<file path="src/hdl/pafs_pkg.sv">
// ----------------------------------------------------------------------------
// Flow sampler package
// Types, hash constants and helper functions shared by the sampler modules.
// ----------------------------------------------------------------------------
package pafs_pkg;

	localparam logic [31:0] ALL_ONES    = 32'hffffffff;
	localparam logic [31:0] PRE_SEED    = 32'd77123;
	localparam logic [31:0] TALLY_SEED  = 32'd91234;
	localparam logic [31:0] MIX_C1      = 32'hcc9e2d51;
	localparam logic [31:0] MIX_C2      = 32'h1b873593;
	localparam logic [31:0] MIX_ADD     = 32'he6546b64;
	localparam logic [31:0] FIN_C1      = 32'h85ebca6b;
	localparam logic [31:0] FIN_C2      = 32'hc2b2ae35;

	localparam int QUEUE_DEPTH = 4;
	localparam int MAX_PRIO    = 4;

	// Configuration register indexes.
	localparam logic [2:0] REG_PRESAMPLE = 3'd0;
	localparam logic [2:0] REG_WEIGHT_1  = 3'd1;
	localparam logic [2:0] REG_WEIGHT_4  = 3'd4;

	typedef logic [31:0] word_t;

	// One classified packet handed from the front to the back.
	typedef struct packed {
		logic [31:0] src;
		logic [2:0]  prio;
		logic        passed;
		logic [31:0] h_pre;
		logic [31:0] h_sample;
	} item_t;

	// One result item.
	typedef struct packed {
		logic [2:0]  sampled_prio;
		logic [31:0] sampled_src;
		logic        sampled;
		logic        slot_raised;
		logic        passed_presample;
	} result_t;

	// Configuration write as seen by the back part.
	typedef struct packed {
		logic        we;
		logic [2:0]  index;
		logic [31:0] data;
	} cfg_wr_t;

	typedef enum logic [3:0] {
		ST_CLEAR,
		ST_IDLE,
		ST_MOD,
		ST_FOLD,
		ST_READ,
		ST_UPDATE,
		ST_SUM,
		ST_MUL,
		ST_NUM,
		ST_CMP,
		ST_DIV,
		ST_WRITE,
		ST_OUT
	} back_state_t;

	function automatic word_t rotl13(input word_t x);
		return {x[18:0], x[31:19]};
	endfunction

	function automatic word_t rotl15(input word_t x);
		return {x[16:0], x[31:17]};
	endfunction

	// Hash value reduced modulo all ones.
	function automatic word_t mod_ones(input word_t h);
		return (h == ALL_ONES) ? 32'd0 : h;
	endfunction

	// Block and tail rounds plus the length fold, given the mixed key word.
	function automatic word_t hash_body(input word_t seed, input word_t k,
			input logic [3:0] len);
		word_t h;
		h = seed;
		if (len >= 4'd4) begin
			h = h ^ k;
			h = rotl13(h);
			h = (h << 2) + h + MIX_ADD;
			if (len == 4'd8) begin
				h = rotl13(h);
				h = (h << 2) + h + MIX_ADD;
			end
		end else if (len != 4'd0) begin
			h = h ^ k;
		end
		h = h ^ {28'd0, len};
		h = h ^ (h >> 16);
		return h;
	endfunction

endpackage

</file>
<file path="src/hdl/pafs_front.sv">
// ----------------------------------------------------------------------------
// Flow sampler front
// Accepts packets, hashes the folded key with both seeds in a six stage
// pipeline and classifies the pre-sampling test.
// ----------------------------------------------------------------------------
module pafs_front
	import pafs_pkg::*;
#(
	parameter int KEY_BYTES = 4
) (
	input  logic        clk,
	input  logic        arst_n,
	input  logic        enable,
	input  logic        s_valid,
	output logic        s_ready,
	input  logic [31:0] src_key,
	input  logic [31:0] dst_key,
	input  logic [2:0]  prio,
	input  logic [31:0] presample_threshold,
	input  logic        slot_freed,
	output logic        push,
	output item_t       push_item
);

	localparam int LEN       = (KEY_BYTES > 8) ? 8 : KEY_BYTES;
	localparam int MSG_BYTES = (LEN < 4) ? LEN : 4;
	localparam logic [31:0] KEY_MASK = 32'hffffffff >> (32 - 8 * MSG_BYTES);
	localparam logic [3:0]  LEN_C    = 4'(LEN);
	localparam int CRED_W = $clog2(QUEUE_DEPTH + 1);

	logic [CRED_W-1:0] credits_q;
	logic              accept;
	logic [6:1]        vld_q;
	logic [31:0] src_s1, src_s2, src_s3, src_s4, src_s5, src_s6;
	logic [2:0]  prio_s1, prio_s2, prio_s3, prio_s4, prio_s5, prio_s6;
	logic [31:0] k_s1, k_s2, k_s3;
	logic [31:0] hp_s4, hp_s5, hp_s6;
	logic [31:0] hs_s4, hs_s5, hs_s6;
	logic [31:0] hp_fin, hs_fin;

	assign s_ready = enable && (credits_q != '0);
	assign accept  = s_valid && s_ready;

	// Credits count queue places not yet claimed by items in flight.
	always_ff @(posedge clk or negedge arst_n) begin
		if (!arst_n) begin
			credits_q <= CRED_W'(QUEUE_DEPTH);
		end else if (accept && !slot_freed) begin
			credits_q <= credits_q - 1'b1;
		end else if (slot_freed && !accept) begin
			credits_q <= credits_q + 1'b1;
		end
	end

	// Valid bits of the hash pipeline, which never stalls.
	always_ff @(posedge clk or negedge arst_n) begin
		if (!arst_n)
			vld_q <= '0;
		else
			vld_q <= {vld_q[5:1], accept};
	end

	// Hash pipeline: key fold, block mix, rounds, two finalizer multiplies.
	always_ff @(posedge clk) begin
		src_s1  <= src_key;
		prio_s1 <= prio;
		k_s1    <= (src_key ^ dst_key) & KEY_MASK;

		src_s2  <= src_s1;
		prio_s2 <= prio_s1;
		k_s2    <= k_s1 * MIX_C1;

		src_s3  <= src_s2;
		prio_s3 <= prio_s2;
		k_s3    <= rotl15(k_s2) * MIX_C2;

		src_s4  <= src_s3;
		prio_s4 <= prio_s3;
		hp_s4   <= hash_body(PRE_SEED, k_s3, LEN_C);
		hs_s4   <= hash_body(TALLY_SEED, k_s3, LEN_C);

		src_s5  <= src_s4;
		prio_s5 <= prio_s4;
		hp_s5   <= hp_s4 * FIN_C1;
		hs_s5   <= hs_s4 * FIN_C1;

		src_s6  <= src_s5;
		prio_s6 <= prio_s5;
		hp_s6   <= (hp_s5 ^ (hp_s5 >> 13)) * FIN_C2;
		hs_s6   <= (hs_s5 ^ (hs_s5 >> 13)) * FIN_C2;
	end

	assign hp_fin = hp_s6 ^ (hp_s6 >> 16);
	assign hs_fin = hs_s6 ^ (hs_s6 >> 16);

	// Classified item into the queue.
	assign push               = vld_q[6];
	assign push_item.src      = src_s6;
	assign push_item.prio     = prio_s6;
	assign push_item.passed   = (mod_ones(hp_fin) <= presample_threshold);
	assign push_item.h_pre    = hp_fin;
	assign push_item.h_sample = hs_fin;

endmodule

</file>
<file path="config.mk">
export PLATFORM = sky130hd
export DESIGN_NAME = pafs_front
export DESIGN_NICKNAME = d
export VERILOG_FILES = /design/src/hdl/pafs_pkg.sv /design/src/hdl/pafs_front.sv
export SDC_FILE = /design/constraint.sdc
export NUM_CORES = 2
export LEC_CHECK = 0
export ABC_CLOCK_PERIOD_IN_PS = 20300
export BUFFER_PORTS_ARGS = -buffer_cell sky130_fd_sc_hd__buf_2
export CORE_UTILIZATION = 49
export CTS_CLUSTER_DIAMETER = 40
export CTS_CLUSTER_SIZE = 28
export DETAILED_ROUTE_END_ITERATION = 7
export HOLD_SLACK_MARGIN = 0.05
export PLACE_DENSITY = 0.76
export SYNTH_ARGS = -nofsm -noshare
export SYNTH_HDL_FRONTEND = slang
export SYNTH_SLANG_ARGS = --single-unit
</file>
<file path="constraint.sdc">
create_clock -name clk -period 20.3 [get_ports clk]
set_clock_uncertainty 0.2 [all_clocks]
set_input_delay 2.03 -clock clk [delete_from_list [all_inputs] [get_ports clk]]
set_output_delay 2.03 -clock clk [all_outputs]
set_load 0.02 [all_outputs]
</file>
### Word-level counts from Yosys, hierarchy flattened

Cells that the tools add are included.

* $add $sub $neg: 6
* $mul: 6
* magnitude comparators: 1
* equality and inequality tests: 1
* multiplexer cells: 3
* bitwise logic cells: 11
* reductions and logical operators: 8

Operators with widths (number)
* $xor 32x16->32: 4
* $mul 32x31->32 const B: 3
* $add 32x32->32: 2
* $add 32x32->32 const B: 2
* $mul 32x32->32 const B: 2
* $xor 32x19->32: 2
* $eq 32x32->1 const B: 1
* $le 32x32->1: 1
* $mul 32x29->32 const B: 1
* $mux 32: 1
* $xor 32x32->32: 1
* $not 8->8: 1
* $not 7->7: 1
* $mux 3: 2
* $logic_and 1x1->1: 4
* $add 3x1->3 const B: 1
* $reduce_bool 3->1: 1
* $sub 3x1->3 const B: 1
* $logic_not 1->1: 2
* $not 1->1: 2
* $reduce_bool 2->1: 1

* bits in registers: 507
* input bits: 104
* output and inout bits: 102
* word-level logic and storage cells: 59

### Logic depth before layout (Yosys ltp)

* depth after elaboration: 7
* gate-level depth with buffers: 27
* gate-level depth less buffers: 27

### Worst setup path after synthesis

OpenSTA, ideal clock, no wires.

* kind: register to register
* start: register hs_s5[19]
* end: register hs_s6[28]
* library setup time: 0.127 ns
* data arrival time: 6.603 ns
* required time: 19.973 ns
* path slack: 13.371 ns
* cell stages (with the launch flop): 24
* path buffers: 0
* clock period less this slack: 6.929 ns
* path through: dfxtp_1 -> xnor2_1 -> inv_1 -> ha_1 -> ha_1 -> a21oi_1 -> fa_1 -> fa_1 -> inv_1 -> fa_1 -> inv_1 -> fa_1 -> inv_1 -> fa_1 -> inv_1 -> fa_1 -> inv_1 -> ha_1 -> a2111oi_0 -> o2bb2ai_1 -> o41a_1 -> a21oi_1 -> o21ai_0 -> xor2_1

* word-level cells in the longest chain between the ends: 2

RTL lines
* start: declaration: RTL line pafs_front.sv:38 `logic [31:0] hs_s4, hs_s5, hs_s6;`
* start signal: assignment: RTL line pafs_front.sv:85 `hs_s5 <= hs_s4 * FIN_C1;`
* $xor 32x19->32: RTL line pafs_front.sv:90 `hs_s6 <= (hs_s5 ^ (hs_s5 >> 13)) * FIN_C2;`
* $mul 32x31->32: RTL line pafs_front.sv:90
* end signal: assignment: RTL line pafs_front.sv:90
* end: declaration: RTL line pafs_front.sv:38

No other way between the ends.
A chain may end at the register's enable or synchronous reset.

### Final worst setup path

* start: register hs_s5[19]
* end: register hs_s6[30]

Same word-level chain as after synthesis.

==> qor.yml <==
timing:
  worst_slew_pin_slew_ns: 1.171
  fin_crit_sh_pct: 38.60
  setup_viol: 0
  final-hold-violation-count: 0
  grt_setup_unrepaired: "false"
  fmax_ghz: 0.1276
  tns_ns: 0
  slew_headroom_pct: 21.69
  slew_viol_final: 0
  hold_slack_ns: 0.1135
  period_minus_slack_ns: 7.836
clock_tree:
  cts_tree: "yes"
  path_clk_slew_ns: 0.08
  cts_hold_buf: 0
  cts_buffers: 66
  cts.sinks: 507
  cts_resized: 0
  cts-root-buf: "clkbuf_16"
  clkLatencyLatePin_ns: 0.71
  clockBufferDepth: 3
  htree_levels: 3
  cts_setup_buffers: 0
critical_path:
  r2r_slack_ns: 12.46
  cp-end-kind: "flip-flop"
  crit_required_ns: 20.70
  path_max_fanout: 6
  r2r_end: "hs_s6[30]"
  worstSetupPathType: "flip-flop to flip-flop"
  rr_startpoint: "hs_s5[19]"
  reg2reg_depth: 23
  max_stage_delay_ns: 0.66
  cp_slowest_cell: "xnor2_1"
  path_cells: "xnor2_1, inv_1, ha_1, ha_1, a21oi_1, fa_1, fa_1, inv_1, fa_1, inv_1, fa_1, inv_1, fa_1, inv_1, fa_1, inv_1, ha_1, a2111oi_0, o2bb2ai_1, o41a_1, a21o_1, a21oi_1, xnor2_1"
  worstPathArrival_ns: 8.24
  startpoint_type: "flip-flop"
detailed_routing:
  drtPass1Iterations: 5
  drc: 0
  wl_met3_um: 6845
  wl_met1_um: 65230
  vias: 42515
  highest_layer: "met4"
  wl_met2_um: 79290
  vias_per_cell: 5.004
  wire_per_inst_um: 18.53
  antenna_left: 0
  drt-initial-drc-count: 1926
  routed_wl_um: 157500
die:
  start_util_pct: 49.60
  num_rows: 134
  die_w_um: 370.5
  ios: 206
  fp.dieH_um: 370.5
  core_sq_mm: 0.1341
  die_area_sq_mm: 0.1372
final_layout:
  diodes: 0
  syn2layout_area_growth_pct: 8.328
  final_common_cell: "inv_1"
  final_cell_mix: "2007 x inv_1, 1245 x ha_1, 1123 x fa_1"
  postLayoutCellArea_sq_mm: 0.07207
  finalNetCount: 9150
  drive_gt1_share_pct: 5.380
  stdcell_count: 8496
global_routing:
  first_global_vias: 47126
  grt_pass1_wl_um: 251500
  grt_max_degree: 28
  overflow: 0
  antenna_found_initial: 1
  grt_use_total_pct: 23.75
outcome:
  status: "complete, no violations"
synthesis:
  synthSimpleGateAreaFrac_pct: 3.374
  synth-compound-area-share_pct: 5.240
  synth_nets: 8907
  ys_types: 80
  synth_edf_count: 0
  syn-instance-count: 6435
  yosysWarnings: 0
  synthFlopType: "dfxtp_1"
  synth_mux_area_share_pct: 0.01505
  synthAdderAreaFrac_pct: 57.21
  synth_top_family_by_area: "adder cells"
  mappedNetlistArea_sq_mm: 0.06653
  synth-seq-cells: 507
  yosysSeqAreaShare_pct: 15.33
  synth-xor-area-share_pct: 7.109
  synth_area_per_cell_sq_um: 10.34
  async_flop_share_pct: 1.775
place:
  dp_hpwl_um: 140200
  place.gp.congestion: 1.008
  port_buffers: 205
  dpl.cell_count: 8378
  postPlaceCellArea_sq_mm: 0.06959
worst_hold_path:
  min_path_type: "flip-flop to flip-flop"
  min_path_cells: 0
  hp-start: "src_s4[4]"
  holdPathEnd: "src_s5[4]"
flow_run:
  cap_violations: 0
## synth_stat cells (all sizes together), types with 5 or more instances
| cell type | count | area share (%) |
|---|---|---|
| nand2b | 27 | 0.25 |
| a21oi | 139 | 1.1 |
| or2 | 7 | 0.070 |
| clkbuf | 6 | 0.036 |
| o21bai | 28 | 0.32 |
| nand3 | 30 | 0.23 |
| a2111oi | 5 | 0.094 |
| and2 | 17 | 0.16 |
| xnor2 | 368 | 4.8 |
| o31ai | 10 | 0.17 |
| nor3 | 39 | 0.30 |
| nor2b | 44 | 0.41 |
| o211ai | 10 | 0.12 |
| nand2 | 84 | 0.47 |
| ha | 1245 | 23 |
| a211o | 7 | 0.092 |
| and3 | 14 | 0.13 |
| a31o | 9 | 0.13 |
| a21o | 87 | 0.98 |
| dfrtp | 8 | 0.30 |
| a211oi | 19 | 0.22 |
| a31oi | 17 | 0.18 |
| dfxtp | 498 | 15 |
| or3 | 13 | 0.12 |
| inv | 2007 | 11 |
| fa | 1123 | 34 |
| o21ai | 103 | 0.78 |
| xor2 | 172 | 2.3 |
| nor4 | 9 | 0.085 |
| nor2 | 132 | 0.74 |
| nand4 | 25 | 0.24 |
| buf | 33 | 0.37 |
| o21a | 38 | 0.44 |
| o2111ai | 6 | 0.079 |
## metrics by stage
| stage | setup WS, ns | util (%) |
|---|---|---|
| after floorplan | 13.37 | - |
| after global placement | 12.54 | 51.88 |
| after detailed placement | 12.42 | 51.88 |
| after CTS | 12.39 | 53.73 |
| after global routing | 11.97 | 53.73 |
| final | 12.46 | 53.73 |
## final cells by class
cell class              instances  area [sq um]
fillers                     11625         62060
flip-flops and latches        507         10200
inverters                    2007          7533
clock buffers                  72          1694
clock inverters                46         788.3
well taps                    1768          2212
multi-input cells            3882         48550
repair buffers                214          1094
## cell families (layout without fill, tap and decap cells)
| group | count (synthesis) | after routing |
|---|---|---|
| compound gates | 519 | 519 |
| xor+xnor | 540 | 540 |
| fa+ha+maj | 2368 | 2368 |
| buf+inv | 2046 | 2339 |
| flops | 507 | 507 |
| mux | 1 | 1 |
| simple gates | 454 | 454 |
## worst max-delay path: cells and delay by family, from the launching register on
kind,cells,cell delay (ns)
buf+inv,6,0.47
compound gates,6,1.84
fa+ha+maj,9,4.04
flops,1,0.40
xor+xnor,2,0.80
## per-layer routing
metal	track usage, %	up-vias
li1	-	20002
met1	29.07	21206
met2	42.37	1007
met3	3.368	300
met4	8.539	0
met5	0	-
## worst max path at each step
stage	slack, ns	endpoint	startpoint	cells after the start
4_1_cts	12.39	hs_s6[28]	hs_s5[19]	23
5_1_grt	11.97	hs_s6[28]	hs_s5[19]	23
3_3_place_gp	12.54	hs_s6[28]	hs_s5[19]	23
2_1_floorplan	13.37	hs_s6[28]	hs_s5[19]	23
6_report	12.46	hs_s6[30]	hs_s5[19]	23
3_5_place_dp	12.42	hs_s6[28]	hs_s5[19]	23
Power is left out: the tool's default activity adds up to more than one toggle a clock period on the data nets, which glitch-free logic cannot reach.
