`src/hdl/pafs_pkg.sv`:
```
// ----------------------------------------------------------------------------
// Flow sampler package
// Types, hash constants and helper functions shared by the sampler modules.
// ----------------------------------------------------------------------------
package pafs_pkg;

	localparam logic [31:0] ALL_ONES    = 32'hffffffff;
	localparam logic [31:0] PRE_SEED    = 32'd77123;
	localparam logic [31:0] TALLY_SEED  = 32'd91234;
	localparam logic [31:0] MIX_C1      = 32'hcc9e2d51;
	localparam logic [31:0] MIX_C2      = 32'h1b873593;
	localparam logic [31:0] MIX_ADD     = 32'he6546b64;
	localparam logic [31:0] FIN_C1      = 32'h85ebca6b;
	localparam logic [31:0] FIN_C2      = 32'hc2b2ae35;

	localparam int QUEUE_DEPTH = 4;
	localparam int MAX_PRIO    = 4;

	// Configuration register indexes.
	localparam logic [2:0] REG_PRESAMPLE = 3'd0;
	localparam logic [2:0] REG_WEIGHT_1  = 3'd1;
	localparam logic [2:0] REG_WEIGHT_4  = 3'd4;

	typedef logic [31:0] word_t;

	// One classified packet handed from the front to the back.
	typedef struct packed {
		logic [31:0] src;
		logic [2:0]  prio;
		logic        passed;
		logic [31:0] h_pre;
		logic [31:0] h_sample;
	} item_t;

	// One result item.
	typedef struct packed {
		logic [2:0]  sampled_prio;
		logic [31:0] sampled_src;
		logic        sampled;
		logic        slot_raised;
		logic        passed_presample;
	} result_t;

	// Configuration write as seen by the back part.
	typedef struct packed {
		logic        we;
		logic [2:0]  index;
		logic [31:0] data;
	} cfg_wr_t;

	typedef enum logic [3:0] {
		ST_CLEAR,
		ST_IDLE,
		ST_MOD,
		ST_FOLD,
		ST_READ,
		ST_UPDATE,
		ST_SUM,
		ST_MUL,
		ST_NUM,
		ST_CMP,
		ST_DIV,
		ST_WRITE,
		ST_OUT
	} back_state_t;

	function automatic word_t rotl13(input word_t x);
		return {x[18:0], x[31:19]};
	endfunction

	function automatic word_t rotl15(input word_t x);
		return {x[16:0], x[31:17]};
	endfunction

	// Hash value reduced modulo all ones.
	function automatic word_t mod_ones(input word_t h);
		return (h == ALL_ONES) ? 32'd0 : h;
	endfunction

	// Block and tail rounds plus the length fold, given the mixed key word.
	function automatic word_t hash_body(input word_t seed, input word_t k,
			input logic [3:0] len);
		word_t h;
		h = seed;
		if (len >= 4'd4) begin
			h = h ^ k;
			h = rotl13(h);
			h = (h << 2) + h + MIX_ADD;
			if (len == 4'd8) begin
				h = rotl13(h);
				h = (h << 2) + h + MIX_ADD;
			end
		end else if (len != 4'd0) begin
			h = h ^ k;
		end
		h = h ^ {28'd0, len};
		h = h ^ (h >> 16);
		return h;
	endfunction

endpackage

```
`src/hdl/pafs_queue.sv`:
```
// ----------------------------------------------------------------------------
// Flow sampler item queue
// Short FIFO that decouples the hashing front from the slot update back.
// ----------------------------------------------------------------------------
module pafs_queue
	import pafs_pkg::*;
(
	input  logic  clk,
	input  logic  arst_n,
	input  logic  push,
	input  item_t push_item,
	input  logic  pop,
	output logic  pop_valid,
	output item_t pop_item
);

	localparam int PTR_W = $clog2(QUEUE_DEPTH);
	localparam int CNT_W = $clog2(QUEUE_DEPTH + 1);

	item_t            mem_q [QUEUE_DEPTH];
	logic [PTR_W-1:0] wr_ptr_q;
	logic [PTR_W-1:0] rd_ptr_q;
	logic [CNT_W-1:0] count_q;

	// Pointer and fill count; the front never pushes into a full queue.
	always_ff @(posedge clk or negedge arst_n) begin
		if (!arst_n) begin
			wr_ptr_q <= '0;
			rd_ptr_q <= '0;
			count_q  <= '0;
		end else begin
			if (push)
				wr_ptr_q <= wr_ptr_q + 1'b1;
			if (pop)
				rd_ptr_q <= rd_ptr_q + 1'b1;
			if (push && !pop)
				count_q <= count_q + 1'b1;
			else if (pop && !push)
				count_q <= count_q - 1'b1;
		end
	end

	// Entry storage.
	always_ff @(posedge clk) begin
		if (push)
			mem_q[wr_ptr_q] <= push_item;
	end

	assign pop_valid = (count_q != '0);
	assign pop_item  = mem_q[rd_ptr_q];

endmodule

```
`config.mk`:
```
export PLATFORM = sky130hd
export DESIGN_NAME = pafs_queue
export DESIGN_NICKNAME = d
export VERILOG_FILES = /design/src/hdl/pafs_pkg.sv /design/src/hdl/pafs_queue.sv
export SDC_FILE = /design/constraint.sdc
export NUM_CORES = 1
export LEC_CHECK = 0
export BUFFER_PORTS_ARGS = -buffer_cell sky130_fd_sc_hd__buf_2
export CAP_MARGIN = 20
export CORE_MARGIN = 2
export CORE_UTILIZATION = 40
export DETAILED_ROUTE_END_ITERATION = 6
export PLACE_DENSITY = 0.66
export SYNTH_ARGS = -nofsm -noshare
export SYNTH_HDL_FRONTEND = slang
export SYNTH_SLANG_ARGS = --single-unit
```
`constraint.sdc`:
```
create_clock -name clk -period 6.6 [get_ports clk]
set_input_delay 0.66 -clock clk [delete_from_list [all_inputs] [get_ports clk]]
set_output_delay 0.66 -clock clk [all_outputs]
set_load 0.01 [all_outputs]
```
Word level (Yosys, flattened, before mapping)
Memory sizes are Yosys's and may differ from the RTL's.
Cells that the tools add are included.
Word-level totals
  register bits after elaboration: 7
  bits in writable memories: 400
  input bits: 104
  logic and storage cells: 18
  memories: 1
Memories
  mem_q: words 4, width 100, read ports 1, clocked after memory_dff 0, write ports 1, RTL line pafs_queue.sv:20  | item_t mem_q [QUEUE_DEPTH];
Cells by class
  add/sub/neg operators: 4
  multiplexer cells: 4
  reduce and logical (&&, ||, !) cells: 6
Operators by type and width (number)
  $mux W3: 2
  $add A2 B1 Y2 const B: 2
  $add A3 B1 Y3 const B: 1
  $reduce_bool A3 Y1: 1
  $sub A3 B1 Y3 const B: 1
  $logic_and A1 B1 Y1: 2
  $logic_not A1 Y1: 2
  $mux W1: 2
  $reduce_bool A2 Y1: 1

Logic depth before layout (Yosys ltp)
Gate-level depths: netlist of run 1.
  word-level depth: 4
  mapped depth: 7
  gate-level depth less buffers: 7

Least setup slack after synthesis of run 1
Ideal clock, no wire load.
  path kind: input to register
  start point: input push
  end point: memory mem_q[0][0] (netlist name), enable pin
  arrival time: 2.969 ns
  setup slack: 3.161 ns
  cell stages on the path: 1
  cell sequence: and2_1
Between the ends
  word-level cells in the longest chain between the ends: 2
RTL lines
  from (decl): RTL line pafs_queue.sv:10  | input logic push,
  $mux W1: RTL line pafs_queue.sv:45  | if (push)
  $mux W1 (implied by the code): RTL line pafs_queue.sv:46  | mem_q[wr_ptr_q] <= push_item;
  to (decl): RTL line pafs_queue.sv:20
Every way passes these cells.

==> results of run 1 <==
## routing by layer
metal | wire length (microns) | vias to the layer above | GRT usage
li1 | - | 2870 | -
met5 | 10 | - | 0
met4 | 699 | 2 | 0.04770
met2 | 13160 | 178 | 0.2321
met3 | 1917 | 52 | 0.05116
met1 | 11380 | 3340 | 0.1799
## power by group
group          switching [W]  total [W]  leakage [nW]  internal [W]
clock               0.000925    0.00218         0.604       0.00125
sequential          0.000211    0.00360          3.75       0.00339
combinational        0.00109    0.00206          1.59      0.000969
## metrics by stage
step,cells,cell area (sq um)
final,1287,17590
after global routing,1286,17590
after CTS,1286,17590
after detailed placement,1212,16320
after global placement,1212,16320
after floorplan,555,14820
## what timing repair did
action	CTS	global route
endpoints found under the hold margin	7	0
hold buffers	1	0
setup buffers	0	0
## cell type report
type / count / share of cell area
clock buffers: 54 / 0.06231
flip-flops and latches: 407 / 0.6932
multi-input cells: 122 / 0.1396
clock inverters: 19 / 0.008962
inverters: 4 / 0.0008535
well taps: 468 / 0.03329
diodes: 1 / 0.0001423
repair buffers: 212 / 0.06160
## critical path, delay by kind of cell, from the launching register on
family,cells,cell delay [ns]
buffers and inverters,2,0.84
muxes,1,0.42
DFF,1,1.04
## registers in the layout, indices dropped and copies added, names as in the netlist
signal and count:
rd_ptr_q 2, wr_ptr_q 2, count_q 3, mem_q 400
## kinds of logic after synthesis
group | synth area share
AO/OA/AOI/OAI | 0.0003374
buffers and inverters | 0.01250
multiplexers | 0.1527
adder cells (fa/ha/maj) | 0.005573
AND/OR/NAND/NOR | 0.002871
XOR/XNOR | 0.003546
flip-flops | 0.8224
## final timing paths
kind / from / to / slack (ns)
worst max-delay path: rd_ptr_q[1] / pop_item[33] / 3.05
worst min-delay path: push_item[50] / mem_q[3][50] / 0.32
worst max register to register: wr_ptr_q[1] / mem_q[1][13] / 4.03
worst min register to register: count_q[2] / count_q[2] / 0.47
max in group asynchronous: arst_n / rd_ptr_q[0] / 5.94
min in group asynchronous: arst_n / wr_ptr_q[0] / 0.48
## cell usage after synthesis (all sizes together)
cell type    n
and2         4
buf         21
clkbuf       1
dfrtp        7
edfxtp     400
fa           1
ha           5
inv          4
mux2         1
mux4       100
nand2        2
nor2         1
o21ai        1
or3          1
xnor2        2
xor2         4
==> summary.md, run 1 <==
### Timing
- timing-limited maximum frequency: 281.5 MHz
- final critical-path share of the clock period: 0.5382
- time the final worst path needs with I/O delays and setup: 3.552 ns
- Final TNS setup: 0 ns
- number of failing hold endpoints at the final stage: 0
- Setup violations, final: 0
- unrepaired setup endpoints after global routing: no
- worst-case clock skew: 0.01305 ns
- max-slew violation total from the final report: 0
- worst setup slack after layout: 3.048 ns
- Hold WS: 0.3160 ns
- slew at the pin closest to its max-slew limit: 1.049 ns
- relative slew slack: 0.3009

### Layout
- ratio of cells with drive above 1 in the final layout: 0.4511
- number of fill cells: 2,930
- commonest cells after routing, fill and taps aside: sky130_fd_sc_hd__edfxtp_1 (400), sky130_fd_sc_hd__buf_2 (204), sky130_fd_sc_hd__mux4_2 (100)
- Core Util, Final: 0.4816
- Register Area: 12,190 sq um
- most frequent standard cell in the layout excluding fill and tap cells: sky130_fd_sc_hd__edfxtp_1
- area used by multi-input combinational logic: 2456 sq um
- synthesis-to-finish area growth: 18.71%
- Post-layout nets: 899

### Drt
- routed len/inst: 21.10 microns
- post-DR vias/cell: 5.005
- DR vias: 6,442
- number of nets with antenna violations after detailed routing: 0
- total wirelength of the detailed-routed design: 27,160 microns
- number of design-rule violations left by the first detailed-router iteration: 285
- total DRC errors in the routed layout: 0
- number of iterations in the first detailed-routing pass: 4

### Die
- number of cell rows: 70
- starting density of the core: 0.4057
- Die Outline Area: 38,600 sq um
- IO Count: 205
- Chip Width: 196.5 microns
- area of the core: 36,520 sq um
- Die Y-Extent: 196.5 microns

### Synthesis
- share of the synthesized area in the top cell type: 0.8106
- sequential share of the synthesized area: 0.8224
- count of cell types in the netlist: 18
- Post-Syn Area per Cell: 26.70 sq um
- post-synth net total: 665
- synthesis warning total: 0
- cells after synthesis: 555
- register bit count reported by yosys: 407
- largest cells by area after synthesis: sky130_fd_sc_hd__edfxtp_1 (81%), sky130_fd_sc_hd__mux4_2 (15%), sky130_fd_sc_hd__dfrtp_1 (1.2%), sky130_fd_sc_hd__buf_6 (0.68%), sky130_fd_sc_hd__ha_1 (0.42%)
- cell area after synthesis: 14,820 sq um
- largest area contributor in the netlist: sky130_fd_sc_hd__edfxtp_1

### Global routing
- total track usage: 0.1430
- via count of the first global-routing pass: 6,985
- global-route wire length before repair: 40,970 microns
- Overflow after GRT: 0
- maximum number of pins on one net before global-route repair: 66
- number of antenna violations at the first check in global routing: 2

### Hold path
- number of stages on the worst hold path: 1
- class of the tightest hold or removal check: in2reg

### Setup path
- critical path endpoint category: output pin
- Critical Path, Cell by Cell: buf_4 -> mux4_2 -> buf_2
- Register-to-Register Path Depth: 4
- kind of start point of the critical path: register
- Critical Path Slowest Stage Cell: sky130_fd_sc_hd__dfrtp_4
- CP Max Fanout: 60
- Worst Setup Path Type: reg2out
- critical path data required time: 5.94 ns
- delay of the slowest critical-path stage: 1.04 ns
- data arrival time of the critical path: 2.89 ns

### Power and ir drop
- pwr/cell area: 445.4 nW/um^2
- Tot Pwr: 0.007836 W
- peak ir drop on the vdd network: 0.0003477 V
- Static Leak: 5.952 nW

### Job
- # Max-Cap Violations: 0

### Clocking
- TritonCTS clock tree: done
- library cell used as clock root buffer: sky130_fd_sc_hd__clkbuf_16
- number of buffers added by the clock tree synthesis step: 42
- clock latency of the later-clocked register in the worst-skew pair: 0.55 ns
- H-tree depth reported by CTS: 2
- Clk pin slew, worst setup/hold paths: 0.06 ns
- Max clock buf depth: 3
- cts repair resizes: 0
- total number of clock tree sinks: 407

### Placement
- placer's final routability congestion estimate: 0.6752
- setup slack at placement: 3.549 ns
- total of buffers placed on input and output ports: 204
- HPWL reported at the end of detailed placement: 15,520 microns

### Outcome
- status: finished clean

Power figures use the tool's default switching activity.
==> run 2, diff against run 1 <==
--- a/config.mk
+++ b/config.mk
@@ -5,12 +5,13 @@
 export SDC_FILE = /design/constraint.sdc
 export NUM_CORES = 1
 export LEC_CHECK = 0
+export ABC_AREA = 1
 export BUFFER_PORTS_ARGS = -buffer_cell sky130_fd_sc_hd__buf_2
 export CAP_MARGIN = 20
 export CORE_MARGIN = 2
 export CORE_UTILIZATION = 40
 export DETAILED_ROUTE_END_ITERATION = 6
-export PLACE_DENSITY = 0.66
+export PLACE_DENSITY = 0.68
 export SYNTH_ARGS = -nofsm -noshare
 export SYNTH_HDL_FRONTEND = slang
 export SYNTH_SLANG_ARGS = --single-unit
==> constraint.sdc (replaced) <==
create_clock -name clk -period 3 [get_ports clk]
set_input_delay 0.3 -clock clk [delete_from_list [all_inputs] [get_ports clk]]
set_output_delay 0.3 -clock clk [all_outputs]
set_load 0.01 [all_outputs]
==> summary.md, run 2 <==
### Timing
- Final TNS setup: 0 ns, unchanged
- time the final worst path needs with I/O delays and setup: 2.475 ns
- final critical-path share of the clock period: 0.8250
- timing-limited maximum frequency: 404.0 MHz
- slew at the pin closest to its max-slew limit: 0.8142 ns, -0.2344 ns
- Setup violations, final: 0, unchanged
- unrepaired setup endpoints after global routing: no
- relative slew slack: 0.4572, +0.1563
- worst setup slack after layout: 0.5249 ns, -2.523 ns
- max-slew violation total from the final report: 0, unchanged
- worst-case clock skew: 0.01386 ns, +0.0008128 ns
- number of failing hold endpoints at the final stage: 0, unchanged

### Setup path
- worst reg-to-reg setup slack: 1.21 ns, -2.82 ns
- reg2reg end: mem_q[3][1]
- Register-to-Register Path Depth: 4, unchanged
- launch point of the worst reg-to-reg path: wr_ptr_q[0]
- data arrival time of the critical path: 2.18 ns, -0.71 ns
- Worst Setup Path Type: reg2out
- critical path data required time: 2.70 ns, -3.24 ns
- CP Max Fanout: 44, -27%
- kind of start point of the critical path: register
- critical path endpoint category: output pin

### Hold path
- number of stages on the worst hold path: 2, +1
- Hold Crit Start: push
- Endpoint, Worst Hold: wr_ptr_q[0]
- class of the tightest hold or removal check: in2reg

### Die
- Die Outline Area: 42,670 sq um, +11%
- Chip Width: 206.6 microns, +5.1%
- number of cell rows: 74, +5.7%
- Die Y-Extent: 206.6 microns, +5.1%
- IO Count: 205, unchanged
- starting density of the core: 0.4038, -0.001947
- area of the core: 40,650 sq um, +11%

### Layout
- Post-layout nets: 1,624, +81%
- largest registers ranked by flip-flop count: mem_q: 400 flops, count_q: 3 flops
- commonest cells after routing, fill and taps aside: sky130_fd_sc_hd__edfxtp_1 (400), sky130_fd_sc_hd__nand2_1 (314), sky130_fd_sc_hd__inv_1 (207)
- synthesis-to-finish area growth: 23.10%
- number of fill cells: 3,412, +16%
- most frequent standard cell in the layout excluding fill and tap cells: sky130_fd_sc_hd__edfxtp_1
- register ranked first by flip-flop count: mem_q
- ratio of cells with drive above 1 in the final layout: 0.1854, -0.2657
- Core Util, Final: 0.4970, +0.01541
- Register Area: 12,190 sq um, unchanged
- number of flip-flops in the largest register: 400, unchanged
- area used by multi-input combinational logic: 2823 sq um, +15%

### Drt
- routed len/inst: 16.03 microns, -24%
- post-DR vias/cell: 4.750, -5.1%
- total wirelength of the detailed-routed design: 33,400 microns, +23%
- number of iterations in the first detailed-routing pass: 5, +1
- number of nets with antenna violations after detailed routing: 0, unchanged
- number of design-rule violations left by the first detailed-router iteration: 477, +67%
- DR vias: 9,895, +54%
- total DRC errors in the routed layout: 0, unchanged

### Synthesis
- post-synth net total: 1,325, +99%
- most instantiated flip-flop cell in the synthesis netlist: sky130_fd_sc_hd__edfxtp_1
- largest area contributor in the netlist: sky130_fd_sc_hd__edfxtp_1
- Post-Syn Area per Cell: 13.51 sq um, -49%
- synthesis warning total: 0, unchanged
- most frequent cell after synthesis: sky130_fd_sc_hd__edfxtp_1
- cell area after synthesis: 16,410 sq um, +11%
- register bit count reported by yosys: 407, unchanged
- number of synthesized flops with an enable pin: 400, unchanged
- share of the synthesized area in the top cell type: 0.7319, -0.07873
- share of synthesized flip-flops with an asynchronous set or reset: 0.01720, unchanged
- largest cells by area after synthesis: sky130_fd_sc_hd__edfxtp_1 (73%), sky130_fd_sc_hd__o211ai_1 (9.1%), sky130_fd_sc_hd__nand2_1 (7.2%), sky130_fd_sc_hd__inv_1 (4.8%), sky130_fd_sc_hd__buf_6 (3.0%)
- cells after synthesis: 1,215, +120%
- most frequent cells after synthesis: sky130_fd_sc_hd__edfxtp_1 (400), sky130_fd_sc_hd__nand2_1 (314), sky130_fd_sc_hd__inv_1 (212), sky130_fd_sc_hd__o211ai_1 (199), sky130_fd_sc_hd__buf_6 (43)
- sequential share of the synthesized area: 0.7425, -0.07988
- count of cell types in the netlist: 17, -1

### Power and ir drop
- relative contribution of sequential cells to total power: 0.402, -0.057
- internal power component: 0.01271 W, +130%
- NetSw: 0.006541 W, +190%
- power share of the combinational group: 0.330, +0.067
- Static Leak: 8.025 nW, +35%
- net switching share of the total power: 0.3397, +0.05522
- pwr/cell area: 952.9 nW/um^2, +110%
- share of power burned in the clock network: 0.267, -0.011
- peak ir drop on the vdd network: 0.0007350 V, +110%
- Tot Pwr: 0.01925 W, +150%

### Job
- # Max-Cap Violations: 0, unchanged

### Placement
- HPWL reported at the end of detailed placement: 18,410 microns, +19%
- setup slack at placement: 1.083 ns, -2.466 ns
- total of buffers placed on input and output ports: 204, unchanged
- placer's final routability congestion estimate: 0.7433, +10%

### Global routing
- total track usage: 0.1561, +0.01314
- maximum number of pins on one net before global-route repair: 101, +53%
- global-route wire length before repair: 51,290 microns, +25%
- Overflow after GRT: 0, unchanged
- number of antenna violations at the first check in global routing: 3, +1
- via count of the first global-routing pass: 9,959, +43%

### Clocking
- post-CTS repair timing setup buffer count: 0, unchanged
- number of buffers added by the clock tree synthesis step: 43, +2.4%
- H-tree depth reported by CTS: 2, unchanged
- library cell used as clock root buffer: sky130_fd_sc_hd__clkbuf_16
- total number of clock tree sinks: 407, unchanged
- TritonCTS clock tree: done
- Clk pin slew, worst setup/hold paths: 0.06 ns, about the same
- Max clock buf depth: 3, unchanged
- clock latency of the later-clocked register in the worst-skew pair: 0.55 ns, about the same

### Outcome
- status: finished clean

run 2: cell count changes after synthesis, moves of 2 or more:
| cell | change |
|---|---|
| sky130_fd_sc_hd__o211ai_1 | +199 |
| sky130_fd_sc_hd__nand2_1 | +312 |
| sky130_fd_sc_hd__buf_6 | +34 |
| sky130_fd_sc_hd__buf_4 | -2 |
| sky130_fd_sc_hd__and2_1 | -4 |
| sky130_fd_sc_hd__buf_2 | +13 |
| sky130_fd_sc_hd__inv_1 | +208 |
| sky130_fd_sc_hd__mux4_2 | -100 |
run 2: cell type report:
type	count	area share
antenna	3	0.0003716
clock buffer	51	0.05685
clock inverter	28	0.01189
inverter	212	0.04019
multi-input combinational	528	0.1397
sequential	407	0.6036
tap	532	0.03295
timing repair buffer	322	0.1144
run 2: through the flow:
step | instance area [sq um] | std cells | hold slack, ns
global placement | 17790 | 1899 | 0.1461
finish | 20200 | 2083 | 0.06353
detailed placement | 17790 | 1899 | 0.1495
CTS | 20200 | 2080 | 0.02634
global route | 20200 | 2083 | 0.06713
floorplan | 16420 | 1215 | 0.004409
run 2: routing by layer:
metal,vias up,track usage,share of wire
met3,62,0.03752,0.069
met4,0,0.06097,0.026
li1,4840,-,-
met1,4725,0.1916,0.41
met5,-,0,0
met2,268,0.2666,0.49
run 2: cells by family after synthesis:
logic type / count (synthesis) / synth area share
compound gates: 201 / 0.09209
buf+inv: 280 / 0.08546
simple gates: 317 / 0.07273
fa+ha+maj: 6 / 0.005032
flops: 407 / 0.7425
xor+xnor: 4 / 0.002135
run 2: repair_timing:
action / 4_1_cts / 5_1_grt
hold buffers: 102 / 0
gates resized for setup: 0 / 0
endpoints found under the hold margin: 408 / 0
run 2: worst max path at each step:
| stage | depth (start not counted) | start | slack [ns] | to |
|---|---|---|---|---|
| detailed placement | 5 | rd_ptr_q[0] | 1.08 | pop_item[62] |
| finish | 5 | rd_ptr_q[0] | 0.52 | pop_item[62] |
| global route | 5 | rd_ptr_q[0] | 0.38 | pop_item[62] |
| CTS | 5 | rd_ptr_q[0] | 0.46 | pop_item[62] |
| global placement | 5 | rd_ptr_q[0] | 1.14 | pop_item[62] |
| floorplan | 3 | wr_ptr_q[0] | 0.01 | mem_q[3][0] |
run 2: power groups by stage:
stage / clock network, W / logic [W] / registers [W]
2_1_floorplan: 0 / 0.00446 / 0.00779
3_3_place_gp: 0 / 0.00626 / 0.00784
3_5_place_dp: 0 / 0.00633 / 0.00787
4_1_cts: 0.00529 / 0.00648 / 0.00776
5_1_grt: 0.00549 / 0.00712 / 0.00784
6_report: 0.00515 / 0.00635 / 0.00775
run 2: worst max-delay path: stages, from the launching register on:
cell	delay, ns
sky130_fd_sc_hd__dfrtp_4	0.64
sky130_fd_sc_hd__buf_4	0.45
sky130_fd_sc_hd__nand2_1	0.13
sky130_fd_sc_hd__o211ai_1	0.15
sky130_fd_sc_hd__nand2_1	0.09
sky130_fd_sc_hd__buf_2	0.15
==> run 3, diff against run 2 <==
--- a/config.mk
+++ b/config.mk
@@ -5,13 +5,13 @@
 export SDC_FILE = /design/constraint.sdc
 export NUM_CORES = 1
 export LEC_CHECK = 0
-export ABC_AREA = 1
+export ABC_AREA = 0
 export BUFFER_PORTS_ARGS = -buffer_cell sky130_fd_sc_hd__buf_2
 export CAP_MARGIN = 20
 export CORE_MARGIN = 2
 export CORE_UTILIZATION = 40
 export DETAILED_ROUTE_END_ITERATION = 6
-export PLACE_DENSITY = 0.68
+export PLACE_DENSITY = 0.66
 export SYNTH_ARGS = -nofsm -noshare
 export SYNTH_HDL_FRONTEND = slang
 export SYNTH_SLANG_ARGS = --single-unit
==> constraint.sdc (replaced) <==
create_clock -name clk -period 2.5 [get_ports clk]
set_input_delay 0.25 -clock clk [delete_from_list [all_inputs] [get_ports clk]]
set_output_delay 0.25 -clock clk [all_outputs]
set_load 0.01 [all_outputs]
==> summary.md, run 3 (synthesized netlist as in run 1, its figures left out) <==
### Power and ir drop
- peak ir drop on the vdd network: 0.0007153 V, -2.7%
- Static Leak: 6.501 nW, -19%
- pwr/cell area: 1125 nW/um^2, +18%

### Layout
- largest registers ranked by flip-flop count: mem_q: 400 flops, count_q: 3 flops
- Core Util, Final: 0.5173, +0.02029
- number of fill cells: 2,874, -16%
- final design area excluding fillers: 18,890 sq um, -6.5%
- Post-layout nets: 1,011, -38%
- commonest cells after routing, fill and taps aside: sky130_fd_sc_hd__edfxtp_1 (400), sky130_fd_sc_hd__buf_2 (202), sky130_fd_sc_hd__dlygate4sd3_1 (103)
- most frequent standard cell in the layout excluding fill and tap cells: sky130_fd_sc_hd__edfxtp_1
- number of flip-flops in the largest register: 400, unchanged
- ant diodes: 0, -3
- register ranked first by flip-flop count: mem_q
- synthesis-to-finish area growth: 27.51%
- final cell count without fillers: 1,401, -33%
- ratio of cells with drive above 1 in the final layout: 0.4094, +0.2240

### Global routing
- via count of the first global-routing pass: 7,742, -22%
- total track usage: 0.1514, -0.004650
- number of antenna violations at the first check in global routing: 0, -3
- maximum number of pins on one net before global-route repair: 56, -45%
- Overflow after GRT: 0, unchanged
- global-route wire length before repair: 43,990 microns, -14%

### Placement
- HPWL reported at the end of detailed placement: 16,490 microns, -10%
- total of buffers placed on input and output ports: 204, unchanged
- Placed Area: 16,560 sq um, -6.9%
- setup slack at placement: 0.6084 ns, -0.4749 ns
- placer's final routability congestion estimate: 0.7051, -5.1%
- number of cells in the design after placement: 1,222, -36%

### Setup path
- delay of the slowest critical-path stage: 0.60 ns, -0.04 ns
- Register-to-Register Path Depth: 4, unchanged
- kind of start point of the critical path: register
- critical path endpoint category: output pin
- Critical Path, Cell by Cell: buf_16 -> mux4_2 -> buf_6
- total buffers and inverters traversed by the critical path: 2, unchanged
- Worst Setup Path Type: reg2out
- CP Max Fanout: 55, +25%
- reg2reg end: mem_q[0][18]
- worst reg-to-reg setup slack: 0.82 ns, -0.39 ns
- Top delay family on crit path: multiplexers
- critical path data required time: 2.25 ns, -0.45 ns
- data arrival time of the critical path: 2.15 ns, -0.03 ns
- launch point of the worst reg-to-reg path: wr_ptr_q[0]
- crit path launch: rd_ptr_q[0]
- Critical Path Slowest Stage Cell: sky130_fd_sc_hd__mux4_2

### Timing
- timing-limited maximum frequency: 416.8 MHz
- unrepaired setup endpoints after global routing: yes
- Hold WS: 0.07101 ns, +0.007480 ns
- relative slew slack: 0.7040, +0.2468
- max-slew violation total from the final report: 0, unchanged
- number of failing hold endpoints at the final stage: 0, unchanged
- slew at the pin closest to its max-slew limit: 0.4440 ns, -0.3702 ns
- time the final worst path needs with I/O delays and setup: 2.399 ns
- final critical-path share of the clock period: 0.9597
- worst setup slack after layout: 0.1008 ns, -0.4242 ns
- Setup violations, final: 0, unchanged
- worst-case clock skew: 0.006490 ns, -0.007374 ns

### Drt
- number of design-rule violations left by the first detailed-router iteration: 303, -36%
- post-DR vias/cell: 4.954, +4.3%
- total DRC errors in the routed layout: 0, unchanged
- routed len/inst: 20.22 microns, +26%
- DR vias: 6,940, -30%
- number of iterations in the first detailed-routing pass: 4, -1
- number of nets with antenna violations after detailed routing: 0, unchanged
- total wirelength of the detailed-routed design: 28,340 microns, -15%

### Clocking
- library cell used as clock root buffer: sky130_fd_sc_hd__clkbuf_16
- H-tree depth reported by CTS: 2, unchanged
- Max clock buf depth: 3, unchanged
- number of buffers added by the clock tree synthesis step: 42, -2.3%
- clock latency of the later-clocked register in the worst-skew pair: 0.55 ns, about the same
- TritonCTS clock tree: done
- total number of clock tree sinks: 407, unchanged
- Clk pin slew, worst setup/hold paths: 0.05 ns, about the same

### Die
- starting density of the core: 0.4057, +0.001947
- Die Outline Area: 38,600 sq um, -9.5%
- area of the core: 36,520 sq um, -10%
- number of cell rows: 70, -5.4%
- IO Count: 205, unchanged
- Chip Width: 196.5 microns, -4.9%
- Die Y-Extent: 196.5 microns, -4.9%

### Hold path
- class of the tightest hold or removal check: in2async

### Outcome
- status: finished clean

### Job
- # Max-Cap Violations: 0, unchanged

run 3: stage by stage:
| stage | total power, W | setup TNS (ns) |
|---|---|---|
| 2_1_floorplan | 0.01322 | 0 |
| 3_3_place_gp | 0.01551 | 0 |
| 3_5_place_dp | 0.01559 | 0 |
| 4_1_cts | 0.02161 | 0 |
| 5_1_grt | 0.02228 | -0.04663 |
| 6_report | 0.02125 | 0 |
run 3: where the power goes:
group / total, W / internal, W / switching (W)
Sequential: 0.00922 / 0.00892 / 0.000307
Clock: 0.00584 / 0.00338 / 0.00246
Combinational: 0.00618 / 0.00294 / 0.00325
Total: 0.0212 / 0.0152 / 0.00601
run 3: timing repair:
| item | in CTS | in global routing |
|---|---|---|
| setup endpoints to repair | 0 | 23 |
| setup buffers | 0 | 0 |
| hold buffers | 103 | 0 |
| hold endpoints to repair | 410 | 0 |
| gates resized for setup | 0 | 3 |
run 3: metal layers:
metal	wire length, microns	track usage
met1	12090	0.1932
met2	13920	0.2478
met3	1489	0.03799
met4	834	0.06650
met5	0	0
run 3: how the worst max path moves through the flow:
stage	to	cells past startpoint	slack [ns]
final	pop_item[15]	3	0.10
after global routing	pop_item[29]	3	-0.02
after CTS	pop_item[15]	3	0.003
after detailed placement	pop_item[15]	3	0.61
after global placement	pop_item[15]	3	0.62
after floorplan	mem_q[0][0]	3	0.20
run 3: area by class of cell:
cell class | instances | area, sq um | share of cell area
Tap cell | 468 | 585.6 | 0.03099
Inverter | 4 | 15.01 | 0.0007946
Timing Repair Buffer | 324 | 2362 | 0.1250
Clock buffer | 57 | 1129 | 0.05973
Multi-Input combinational cell | 122 | 2456 | 0.1300
Sequential cell | 407 | 12190 | 0.6454
Clock inverter | 19 | 152.6 | 0.008079
